File: src/rtl/core/qac_pkg.sv
// Shared types and constants for the quadratic assignment cost block.
package qac_pkg;

  localparam int unsigned ROW_W   = 4;
  localparam int unsigned COL_W   = 4;
  localparam int unsigned DIST_W  = 8;
  localparam int unsigned FLOW_W  = 8;
  localparam int unsigned X_W     = 16;
  localparam int unsigned SIZE_W  = 5;
  localparam int unsigned COST_W  = 32;
  localparam int unsigned PROD_W  = DIST_W + FLOW_W;
  localparam int unsigned ACC_W   = COST_W + 1;
  localparam int unsigned IN_DW   = ROW_W + COL_W + DIST_W + FLOW_W + X_W;

  localparam logic [SIZE_W-1:0] SIZE_RESET = SIZE_W'(12);

  typedef enum logic [1:0] {
    ST_IDLE,
    ST_WALK,
    ST_DRAIN,
    ST_DONE
  } qac_state_e;

  // Sequencer to datapath controls
  typedef struct packed {
    logic clear;  // zero the accumulator
    logic issue;  // a read of one (s,t,i,j) term goes out this cycle
    logic load;   // move the finished sum into the output register
  } qac_ctl_t;

  // Q2.14 value at or above 1.0: sign clear and bit 14 set
  function automatic logic is_assigned(input logic signed [X_W-1:0] x);
    return !x[X_W-1] && x[X_W-2];
  endfunction

endpackage

File: src/rtl/core/qac_store.sv
// Cell stores: distance, flow and assigned bit, one write port, registered reads.
module qac_store import qac_pkg::*; #(
  parameter int unsigned AW = 8
) (
  input  logic              clk_i,
  input  logic              we_i,
  input  logic [AW-1:0]     waddr_i,
  input  logic [DIST_W-1:0] wdist_i,
  input  logic [FLOW_W-1:0] wflow_i,
  input  logic              wasg_i,
  input  logic [AW-1:0]     dist_raddr_i,
  input  logic [AW-1:0]     flow_raddr_i,
  input  logic [AW-1:0]     asg_a_raddr_i,
  input  logic [AW-1:0]     asg_b_raddr_i,
  output logic [DIST_W-1:0] dist_o,
  output logic [FLOW_W-1:0] flow_o,
  output logic              asg_a_o,
  output logic              asg_b_o
);

  localparam int unsigned DEPTH = 2 ** AW;

  logic [DIST_W-1:0] dist_mem [DEPTH];
  logic [FLOW_W-1:0] flow_mem [DEPTH];
  logic              asg_mem  [DEPTH];

  always_ff @(posedge clk_i) begin
    if (we_i) begin
      dist_mem[waddr_i] <= wdist_i;
      flow_mem[waddr_i] <= wflow_i;
      asg_mem[waddr_i]  <= wasg_i;
    end
  end

  always_ff @(posedge clk_i) begin
    dist_o  <= dist_mem[dist_raddr_i];
    flow_o  <= flow_mem[flow_raddr_i];
    asg_a_o <= asg_mem[asg_a_raddr_i];
    asg_b_o <= asg_mem[asg_b_raddr_i];
  end

endmodule

File: src/rtl/core/qac_mac.sv
// Shared multiply-accumulate unit with saturating 33-bit accumulator.
module qac_mac import qac_pkg::*; (
  input  logic              clk_i,
  input  logic              rst_ni,
  input  qac_ctl_t          ctl_i,
  input  logic [DIST_W-1:0] dist_i,
  input  logic [FLOW_W-1:0] flow_i,
  input  logic              asg_a_i,
  input  logic              asg_b_i,
  output logic              busy_o,
  output logic [COST_W-1:0] cost_o
);

  logic              rd_v_q, prod_v_q;
  logic [PROD_W-1:0] prod_q, prod_d;
  logic [ACC_W-1:0]  acc_q, acc_d;
  logic              both;

  assign both = asg_a_i & asg_b_i;
  // zero operands when the pair is not assigned
  assign prod_d = PROD_W'(both ? dist_i : '0) * PROD_W'(both ? flow_i : '0);

  always_comb begin
    acc_d = acc_q;
    if (ctl_i.clear) begin
      acc_d = '0;
    end else if (prod_v_q && !acc_q[ACC_W-1]) begin
      // top bit is sticky: once past 32 bits the sum stays saturated
      acc_d = acc_q + ACC_W'(prod_q);
    end
  end

  always_ff @(posedge clk_i or negedge rst_ni) begin
    if (!rst_ni) begin
      rd_v_q   <= 1'b0;
      prod_v_q <= 1'b0;
      acc_q    <= '0;
    end else begin
      rd_v_q   <= ctl_i.issue;
      prod_v_q <= rd_v_q;
      acc_q    <= acc_d;
    end
  end

  always_ff @(posedge clk_i) begin
    prod_q <= prod_d;
  end

  assign busy_o = rd_v_q | prod_v_q;
  assign cost_o = acc_q[ACC_W-1] ? '1 : acc_q[COST_W-1:0];

endmodule

File: src/rtl/core/qac_seq.sv
// Walk sequencer: steps (s,i,t,j) over the n-by-n cells and hands off the sum.
module qac_seq import qac_pkg::*; #(
  parameter int unsigned IDX_W = 4,
  parameter int unsigned NW    = 5
) (
  input  logic             clk_i,
  input  logic             rst_ni,
  input  logic             start_i,
  input  logic [NW-1:0]    n_i,
  input  logic             busy_i,
  input  logic             out_free_i,
  output logic             ready_o,
  output qac_ctl_t         ctl_o,
  output logic [IDX_W-1:0] s_o,
  output logic [IDX_W-1:0] i_o,
  output logic [IDX_W-1:0] t_o,
  output logic [IDX_W-1:0] j_o
);

  qac_state_e       state_q, state_d;
  logic [IDX_W-1:0] s_q, s_d, i_q, i_d, t_q, t_d, j_q, j_d;
  logic [NW-1:0]    nm1;
  logic [IDX_W-1:0] top;
  logic             s_end, i_end, t_end, j_end;

  assign nm1   = n_i - NW'(1);
  assign top   = nm1[IDX_W-1:0];
  assign s_end = (s_q == top);
  assign i_end = (i_q == top);
  assign t_end = (t_q == top);
  assign j_end = (j_q == top);

  always_comb begin
    state_d = state_q;
    s_d = s_q;
    i_d = i_q;
    t_d = t_q;
    j_d = j_q;
    ctl_o = '0;
    case (state_q)
      ST_IDLE: begin
        if (start_i) begin
          ctl_o.clear = 1'b1;
          s_d = '0;
          i_d = '0;
          t_d = '0;
          j_d = '0;
          state_d = (n_i == '0) ? ST_DRAIN : ST_WALK;
        end
      end
      ST_WALK: begin
        ctl_o.issue = 1'b1;
        j_d = j_end ? '0 : j_q + IDX_W'(1);
        if (j_end) begin
          t_d = t_end ? '0 : t_q + IDX_W'(1);
          if (t_end) begin
            i_d = i_end ? '0 : i_q + IDX_W'(1);
            if (i_end) begin
              s_d = s_q + IDX_W'(1);
              if (s_end) begin
                state_d = ST_DRAIN;
              end
            end
          end
        end
      end
      ST_DRAIN: begin
        if (!busy_i) begin
          state_d = ST_DONE;
        end
      end
      ST_DONE: begin
        if (out_free_i) begin
          ctl_o.load = 1'b1;
          state_d = ST_IDLE;
        end
      end
      default: begin
        state_d = ST_IDLE;
      end
    endcase
  end

  always_ff @(posedge clk_i or negedge rst_ni) begin
    if (!rst_ni) begin
      state_q <= ST_IDLE;
      s_q <= '0;
      i_q <= '0;
      t_q <= '0;
      j_q <= '0;
    end else begin
      state_q <= state_d;
      s_q <= s_d;
      i_q <= i_d;
      t_q <= t_d;
      j_q <= j_d;
    end
  end

  assign ready_o = (state_q == ST_IDLE);
  assign s_o = s_q;
  assign i_o = i_q;
  assign t_o = t_q;
  assign j_o = j_q;

endmodule

File: src/rtl/core/qap_assignment_cost.sv
// Top level: Koopmans-Beckmann quadratic assignment cost evaluator.
//
//  channel   | dir | handshake                    | payload
//  ----------+-----+------------------------------+--------------------------------
//  s_axis    | in  | s_axis_tvalid/s_axis_tready  | tdata cell (40b), tlast = last
//  m_axis    | out | m_axis_tvalid/m_axis_tready  | tdata cost (32b)
//  cfg       | in  | cfg_valid_i/cfg_ready_o      | cfg_data_i = problem_size (5b)
//
// Cell beats load one per cycle while the sequencer is idle. After the beat with
// tlast the sequencer walks all n^4 (s,t,i,j) terms through the one shared
// multiplier, one term a cycle, and offers the cost beat once the pipeline drains;
// s_axis is not ready from tlast until that beat is loaded. Reset (rst_ni, async,
// active low) sets n to 12 and clears control; the cell stores are not cleared.
// A stalled cost beat holds in the output register while new cells load; the
// next walk result waits until that register is free.
module qap_assignment_cost import qac_pkg::*; #(
  parameter int unsigned MAX_SIZE = 16
) (
  input  logic              clk_i,
  input  logic              rst_ni,
  input  logic              s_axis_tvalid,
  output logic              s_axis_tready,
  // [3:0] row_index, [7:4] col_index, [15:8] distance, [23:16] flow,
  // [39:24] x_value (signed Q2.14)
  input  logic [IN_DW-1:0]  s_axis_tdata,
  input  logic              s_axis_tlast,
  output logic              m_axis_tvalid,
  input  logic              m_axis_tready,
  // [31:0] cost
  output logic [COST_W-1:0] m_axis_tdata,
  input  logic              cfg_valid_i,
  output logic              cfg_ready_o,
  input  logic [SIZE_W-1:0] cfg_data_i
);

  localparam int unsigned IDX_W = $clog2(MAX_SIZE);
  localparam int unsigned AW    = 2 * IDX_W;
  localparam int unsigned NW    = $clog2(MAX_SIZE + 1);

  // input beat fields
  logic [ROW_W-1:0]        row;
  logic [COL_W-1:0]        col;
  logic [DIST_W-1:0]       dist_in;
  logic [FLOW_W-1:0]       flow_in;
  logic signed [X_W-1:0]   x_in;
  logic [IDX_W+ROW_W-1:0]  row_w;
  logic [IDX_W+COL_W-1:0]  col_w;
  logic                    in_range;
  logic                    accept;

  logic [SIZE_W-1:0]       size_q;
  logic [NW-1:0]           n;

  qac_ctl_t                ctl;
  logic                    busy;
  logic [IDX_W-1:0]        s_idx, i_idx, t_idx, j_idx;
  logic [DIST_W-1:0]       dist_rd;
  logic [FLOW_W-1:0]       flow_rd;
  logic                    asg_a, asg_b;
  logic [COST_W-1:0]       cost;

  logic                    out_valid_q;
  logic [COST_W-1:0]       out_data_q;
  logic                    out_free;

  assign row     = s_axis_tdata[ROW_W-1:0];
  assign col     = s_axis_tdata[ROW_W+COL_W-1:ROW_W];
  assign dist_in = s_axis_tdata[ROW_W+COL_W+DIST_W-1:ROW_W+COL_W];
  assign flow_in = s_axis_tdata[ROW_W+COL_W+DIST_W+FLOW_W-1:ROW_W+COL_W+DIST_W];
  assign x_in    = s_axis_tdata[IN_DW-1:IN_DW-X_W];

  assign row_w    = {{IDX_W{1'b0}}, row};
  assign col_w    = {{IDX_W{1'b0}}, col};
  // cells outside the array are dropped; tlast still starts the walk
  assign in_range = (32'(row) < MAX_SIZE) && (32'(col) < MAX_SIZE);
  assign accept   = s_axis_tvalid & s_axis_tready;

  // config register, always writable
  assign cfg_ready_o = 1'b1;
  always_ff @(posedge clk_i or negedge rst_ni) begin
    if (!rst_ni) begin
      size_q <= SIZE_RESET;
    end else if (cfg_valid_i) begin
      size_q <= cfg_data_i;
    end
  end

  // sizes past the array clamp to MAX_SIZE
  assign n = (32'(size_q) > MAX_SIZE) ? NW'(MAX_SIZE) : NW'(size_q);

  qac_seq #(
    .IDX_W(IDX_W),
    .NW   (NW)
  ) u_seq (
    .clk_i     (clk_i),
    .rst_ni    (rst_ni),
    .start_i   (accept & s_axis_tlast),
    .n_i       (n),
    .busy_i    (busy),
    .out_free_i(out_free),
    .ready_o   (s_axis_tready),
    .ctl_o     (ctl),
    .s_o       (s_idx),
    .i_o       (i_idx),
    .t_o       (t_idx),
    .j_o       (j_idx)
  );

  // address = {row, col}; terms read d(i,j), f(s,t), a(s,i), a(t,j)
  qac_store #(
    .AW(AW)
  ) u_store (
    .clk_i        (clk_i),
    .we_i         (accept & in_range),
    .waddr_i      ({row_w[IDX_W-1:0], col_w[IDX_W-1:0]}),
    .wdist_i      (dist_in),
    .wflow_i      (flow_in),
    .wasg_i       (is_assigned(x_in)),
    .dist_raddr_i ({i_idx, j_idx}),
    .flow_raddr_i ({s_idx, t_idx}),
    .asg_a_raddr_i({s_idx, i_idx}),
    .asg_b_raddr_i({t_idx, j_idx}),
    .dist_o       (dist_rd),
    .flow_o       (flow_rd),
    .asg_a_o      (asg_a),
    .asg_b_o      (asg_b)
  );

  qac_mac u_mac (
    .clk_i  (clk_i),
    .rst_ni (rst_ni),
    .ctl_i  (ctl),
    .dist_i (dist_rd),
    .flow_i (flow_rd),
    .asg_a_i(asg_a),
    .asg_b_i(asg_b),
    .busy_o (busy),
    .cost_o (cost)
  );

  // output register: holds a stalled cost beat
  assign out_free = !out_valid_q || m_axis_tready;

  always_ff @(posedge clk_i or negedge rst_ni) begin
    if (!rst_ni) begin
      out_valid_q <= 1'b0;
    end else if (ctl.load) begin
      out_valid_q <= 1'b1;
    end else if (m_axis_tready) begin
      out_valid_q <= 1'b0;
    end
  end

  always_ff @(posedge clk_i) begin
    if (ctl.load) begin
      out_data_q <= cost;
    end
  end

  assign m_axis_tvalid = out_valid_q;
  assign m_axis_tdata  = out_data_q;

endmodule

File: config.mk
export PLATFORM = sky130hd
export DESIGN_NAME = qap_assignment_cost
export DESIGN_NICKNAME = d
export VERILOG_FILES = /design/src/rtl/core/qac_pkg.sv /design/src/rtl/core/qac_store.sv /design/src/rtl/core/qac_mac.sv /design/src/rtl/core/qac_seq.sv /design/src/rtl/core/qap_assignment_cost.sv
export SDC_FILE = /design/constraint.sdc
export NUM_CORES = 2
export LEC_CHECK = 0
export BUFFER_PORTS_ARGS = -buffer_cell sky130_fd_sc_hd__buf_2
export CORE_ASPECT_RATIO = 1.25
export CORE_UTILIZATION = 35
export DETAILED_ROUTE_END_ITERATION = 10
export PLACE_DENSITY = 0.58
export SLEW_MARGIN = 10
export SYNTH_ARGS = -nofsm -noshare
export SYNTH_HDL_FRONTEND = slang
export SYNTH_MEMORY_MAX_BITS = 65536
export SYNTH_SLANG_ARGS = --single-unit
export TNS_END_PERCENT = 5
File: constraint.sdc
create_clock -name clk_i -period 6.3 [get_ports clk_i]
set_input_delay 0.315 -clock clk_i [delete_from_list [all_inputs] [get_ports clk_i]]
set_output_delay 0.315 -clock clk_i [all_outputs]
set_load 0.02 [all_outputs]
==> run summary <==
================================================================================
Result of the run                                                   complete, but fails checks
Violated checks                                                     negative hold slack
Cell occurring most often along the worst timing path                       fa_1
Seq pwr share                                                              45.1%
Count of state elements after synthesis                                     4477
Post-synthesis cell count                                                   7952
Cells taking the most area after synthesis                          edfxtp_1 (75%), mux4_2 (16%), mux2i_1 (1.3%)
Switching power share of the total                                        28.23%
Clock insertion delay at the later pin of the skew report                1.04 ns
Number of logic stages on the critical path including buffering               16
Worst supply voltage drop on vdd                                     0.0003242 V
TritonCTS clock tree                                                         yes
Capturing point of the worst reg2reg path                           u_mac.prod_q[14]
Pin count of the biggest net entering global routing                         169
Antenna violation net count after detailed routing                             0
Slowest stage cell on the critical path                                     fa_1
Critical path buffer and inverter count                                        3
Accumulated negative setup slack                                            0 ns
Post-layout nets                                                            8628
Starting Density                                                          35.13%
CP required                                                              7.27 ns
Number of buffers created by CTS                                             412
Cts-stage hold buffer count                                                   45
Overall fraction of global-route tracks in use                            18.76%
Synth top cells by count                                            edfxtp_1 (4384), mux4_2 (1253), nor2_1 (318)
Bufs on Longest Clock Path                                                     4
Biggest area consumer among synthesized cells                           edfxtp_1
Starting DRT DRC Count                                                      9224
Family with the most delay on the worst path                         adder cells
Core area                                                            0.5021 mm^2
Kind of end point of the critical path                                  register
Worst rel slew slack                                                      9.917%
Overall power of the completed layout                                  0.07457 W
I/O pin total                                                                 86
Per-instance average area after synthesis                             22.18 um^2
Via count of the first global-routing pass                                 87960
Setup slack of the most critical reg-to-reg path                         1.36 ns
Psw                                                                    0.02105 W
Clock tree root driver cell                                            clkbuf_16
Wire length per cell                                                    31.40 um
Sum of overflow across all layers after global routing                         0
Total number of yosys warnings                                                 0
Count of vias placed by the detailed router                                85540
Max Clock Skew                                                        0.09642 ns
Leak                                                                    61.34 nW
MaxCap Viol Count                                                              0
Number of sinks handled by clock tree synthesis                             4477
Fin crit share                                                            78.45%
Pre-CTS setup slack                                                     1.358 ns
Post-synth EDFFs                                                            4384
Min cycle time layout                                                   4.942 ns
Buffer count from post-CTS setup fixing                                        0
Half-perimeter wire length of the detailed placement result            292500 um
Remaining routing DRC violations                                               0
Layout-stage area growth over the synthesis result                        14.04%
Number of detailed-route iterations in the first pass                          6
Slew at the pin closest to its max-slew limit                           1.343 ns
Relative contribution of the clock network to total power                  33.4%
Leading cell type by number of instances after synthesis                edfxtp_1
H-Tree Level Count                                                             5
GPL Wtd Cong                                                              0.8572
Yosys top cell area share                                                 74.64%
CP startpoint kind                                                      register
Die span in x                                                           636.9 um
Worst hold slack across all endpoints                               -0.001997 ns
Portion of the post-synthesis area used by sequential elements            75.86%
Cell variety after synth                                                      74
Min setup slack post-route                                              1.358 ns
Cell-by-cell trace of the critical path                             and3_1 -> nand2_1 -> fa_1 -> fa_1 -> inv_1 -> fa_1 -> inv_1 -> fa_1 -> inv_1 -> ha_1 -> or3_1 -> a41oi_1 -> nor2b_1 -> o21a_1 -> o41ai_1 -> xnor2_1
Final setup violating endpoints                                                0
Cell area power density                                             370.7 mW/mm^2
Number of buffer cells added on primary ports                                 70
Max-slew violations                                                            0
Clock-pin transition on the worst setup and hold timing paths            0.06 ns
Detailed-route wire length                                             484500 um
Die H                                                                   795.7 um
Max FO, Critical Path                                                          8
Number of antenna violations at the first check in global routing             30
Fraction of layout instances using a drive strength above 1               29.16%
Top flip-flop cell by instance count after synthesis                    edfxtp_1
Filler instances                                                           43710
Worst min-delay path class                                           in -> async
Wire length of the first global-routing pass                           677700 um
Via density                                                                5.544
Slowest stage delay, CP                                                  0.56 ns
Row count                                                                    291
FFs w/ async S/R, synth                                                   1.318%
Number of hold violations in the final report                                  1
RSZ-0062 raised after global routing                                       false
Cells resized by post-CTS repair                                               0
Die Footprint                                                        0.5068 mm^2
Part of the power in combinational logic                                   21.6%
Cell area after technology mapping                                   0.1764 mm^2
Reg2reg start                                                       u_store.asg_b_o
Design internal power                                                  0.05351 W
Critical Path AT                                                         5.91 ns
Critical setup path kind                                              reg -> reg
F_max                                                                  202.3 MHz
Post-Syn Nets                                                               8102
Worst-case reg-to-reg path depth                                              16
================================================================================
[power by group through the flow]
stage | combinational, W | sequential (W) | clock (W)
finish | 0.0161 | 0.0336 | 0.0249
floorplan | 0.0106 | 0.0338 | 0
global route | 0.0169 | 0.0336 | 0.0263
detailed placement | 0.0162 | 0.0342 | 0
global placement | 0.0160 | 0.0342 | 0
CTS | 0.0162 | 0.0336 | 0.0253
[state kept, by name, indices dropped and copies added, names as in the netlist, 2 cells and up]
register	flops
m_axis_tdata	32
size_q	5
u_mac.acc_q	33
u_mac.prod_q	16
u_seq.i_o	4
u_seq.j_o	4
u_seq.s_o	4
u_seq.state_q	2
u_seq.t_o	4
u_store.asg_mem	256
u_store.dist_mem	2048
u_store.dist_o	8
u_store.flow_mem	2048
u_store.flow_o	8
[tightest hold or removal path, delay by kind of cell]
| family | cells | cell delay [ns] |
|---|---|---|
| buffers and inverters | 3 | 1.27 |
[worst max path at each step]
stage | end | slack, ns | start
final | u_mac.prod_q[14] | 1.36 | u_store.asg_b_o
after global routing | u_mac.prod_q[14] | 1.12 | u_store.asg_b_o
after CTS | u_mac.prod_q[14] | 1.33 | u_store.asg_b_o
after detailed placement | u_mac.prod_q[14] | 1.36 | u_store.asg_b_o
after global placement | u_mac.prod_q[14] | 1.24 | u_store.asg_a_o
after floorplan | u_store.asg_mem[0] | 1.46 | s_axis_tdata[38]
[cell type report]
| class | instances | area [um^2] | share of cell area (%) |
|---|---|---|---|
| repair buffers | 571 | 4886 | 2.429 |
| diodes | 19 | 47.55 | 0.02364 |
| clock inverters | 257 | 2694 | 1.339 |
| multi-input cells | 2950 | 40520 | 20.15 |
| inverters | 66 | 255.2 | 0.1269 |
| clock buffers | 496 | 10650 | 5.292 |
| flip-flops and latches | 4477 | 133800 | 66.54 |
| well taps | 6592 | 8248 | 4.100 |
[kinds of logic (layout without fill, tap and decap cells)]
group	Yosys count	after routing	share of synthesized area, %
flops	4477	4477	75.86
simple gates	784	784	2.113
xor+xnor	54	54	0.2724
other cells	1	20	0.002126
buf+inv	525	1390	1.442
mux	1489	1489	17.38
compound gates	523	523	2.067
fa+ha+maj	99	99	0.8598
[placed cells by master (no fill, tap or decap), types with 65 or more instances in the layout]
cell type	netlist	final
edfxtp_1	4384	4384
clkbuf_16	0	412
buf_4	71	417
mux4_2	1253	1253
a21oi_1	78	78
o21ai_0	72	72
nor2_2	0	111
o22ai_1	75	75
mux2i_1	225	225
nand2_1	132	126
inv_1	66	65
clkinv_1	0	97
clkinv_2	0	72
nor2_1	318	195
clkbuf_1	207	82
[through the flow]
| step | util, % | hold WS [ns] | cell area [um^2] | cells |
|---|---|---|---|---|
| floorplan | - | 0.01941 | 176400 | 7952 |
| global placement | 37.30 | 0.1557 | 187300 | 14610 |
| detailed placement | 37.30 | 0.1615 | 187300 | 14610 |
| CTS | 40.05 | 0.002205 | 201100 | 15410 |
| global route | 40.05 | 0.07975 | 201100 | 15410 |
| finish | 40.06 | -0.001997 | 201100 | 15430 |
[layer usage]
metal  global-route usage [%]  part of all wire [%]  vias up
met1                    23.39                    38    46430
li1                         -                     -    34660
met2                    31.72                    50     3608
met3                    2.991                   6.7      831
met5                        0                 0.014        -
met4                    9.473                   5.6       12
(Power assumes the default switching activity.)
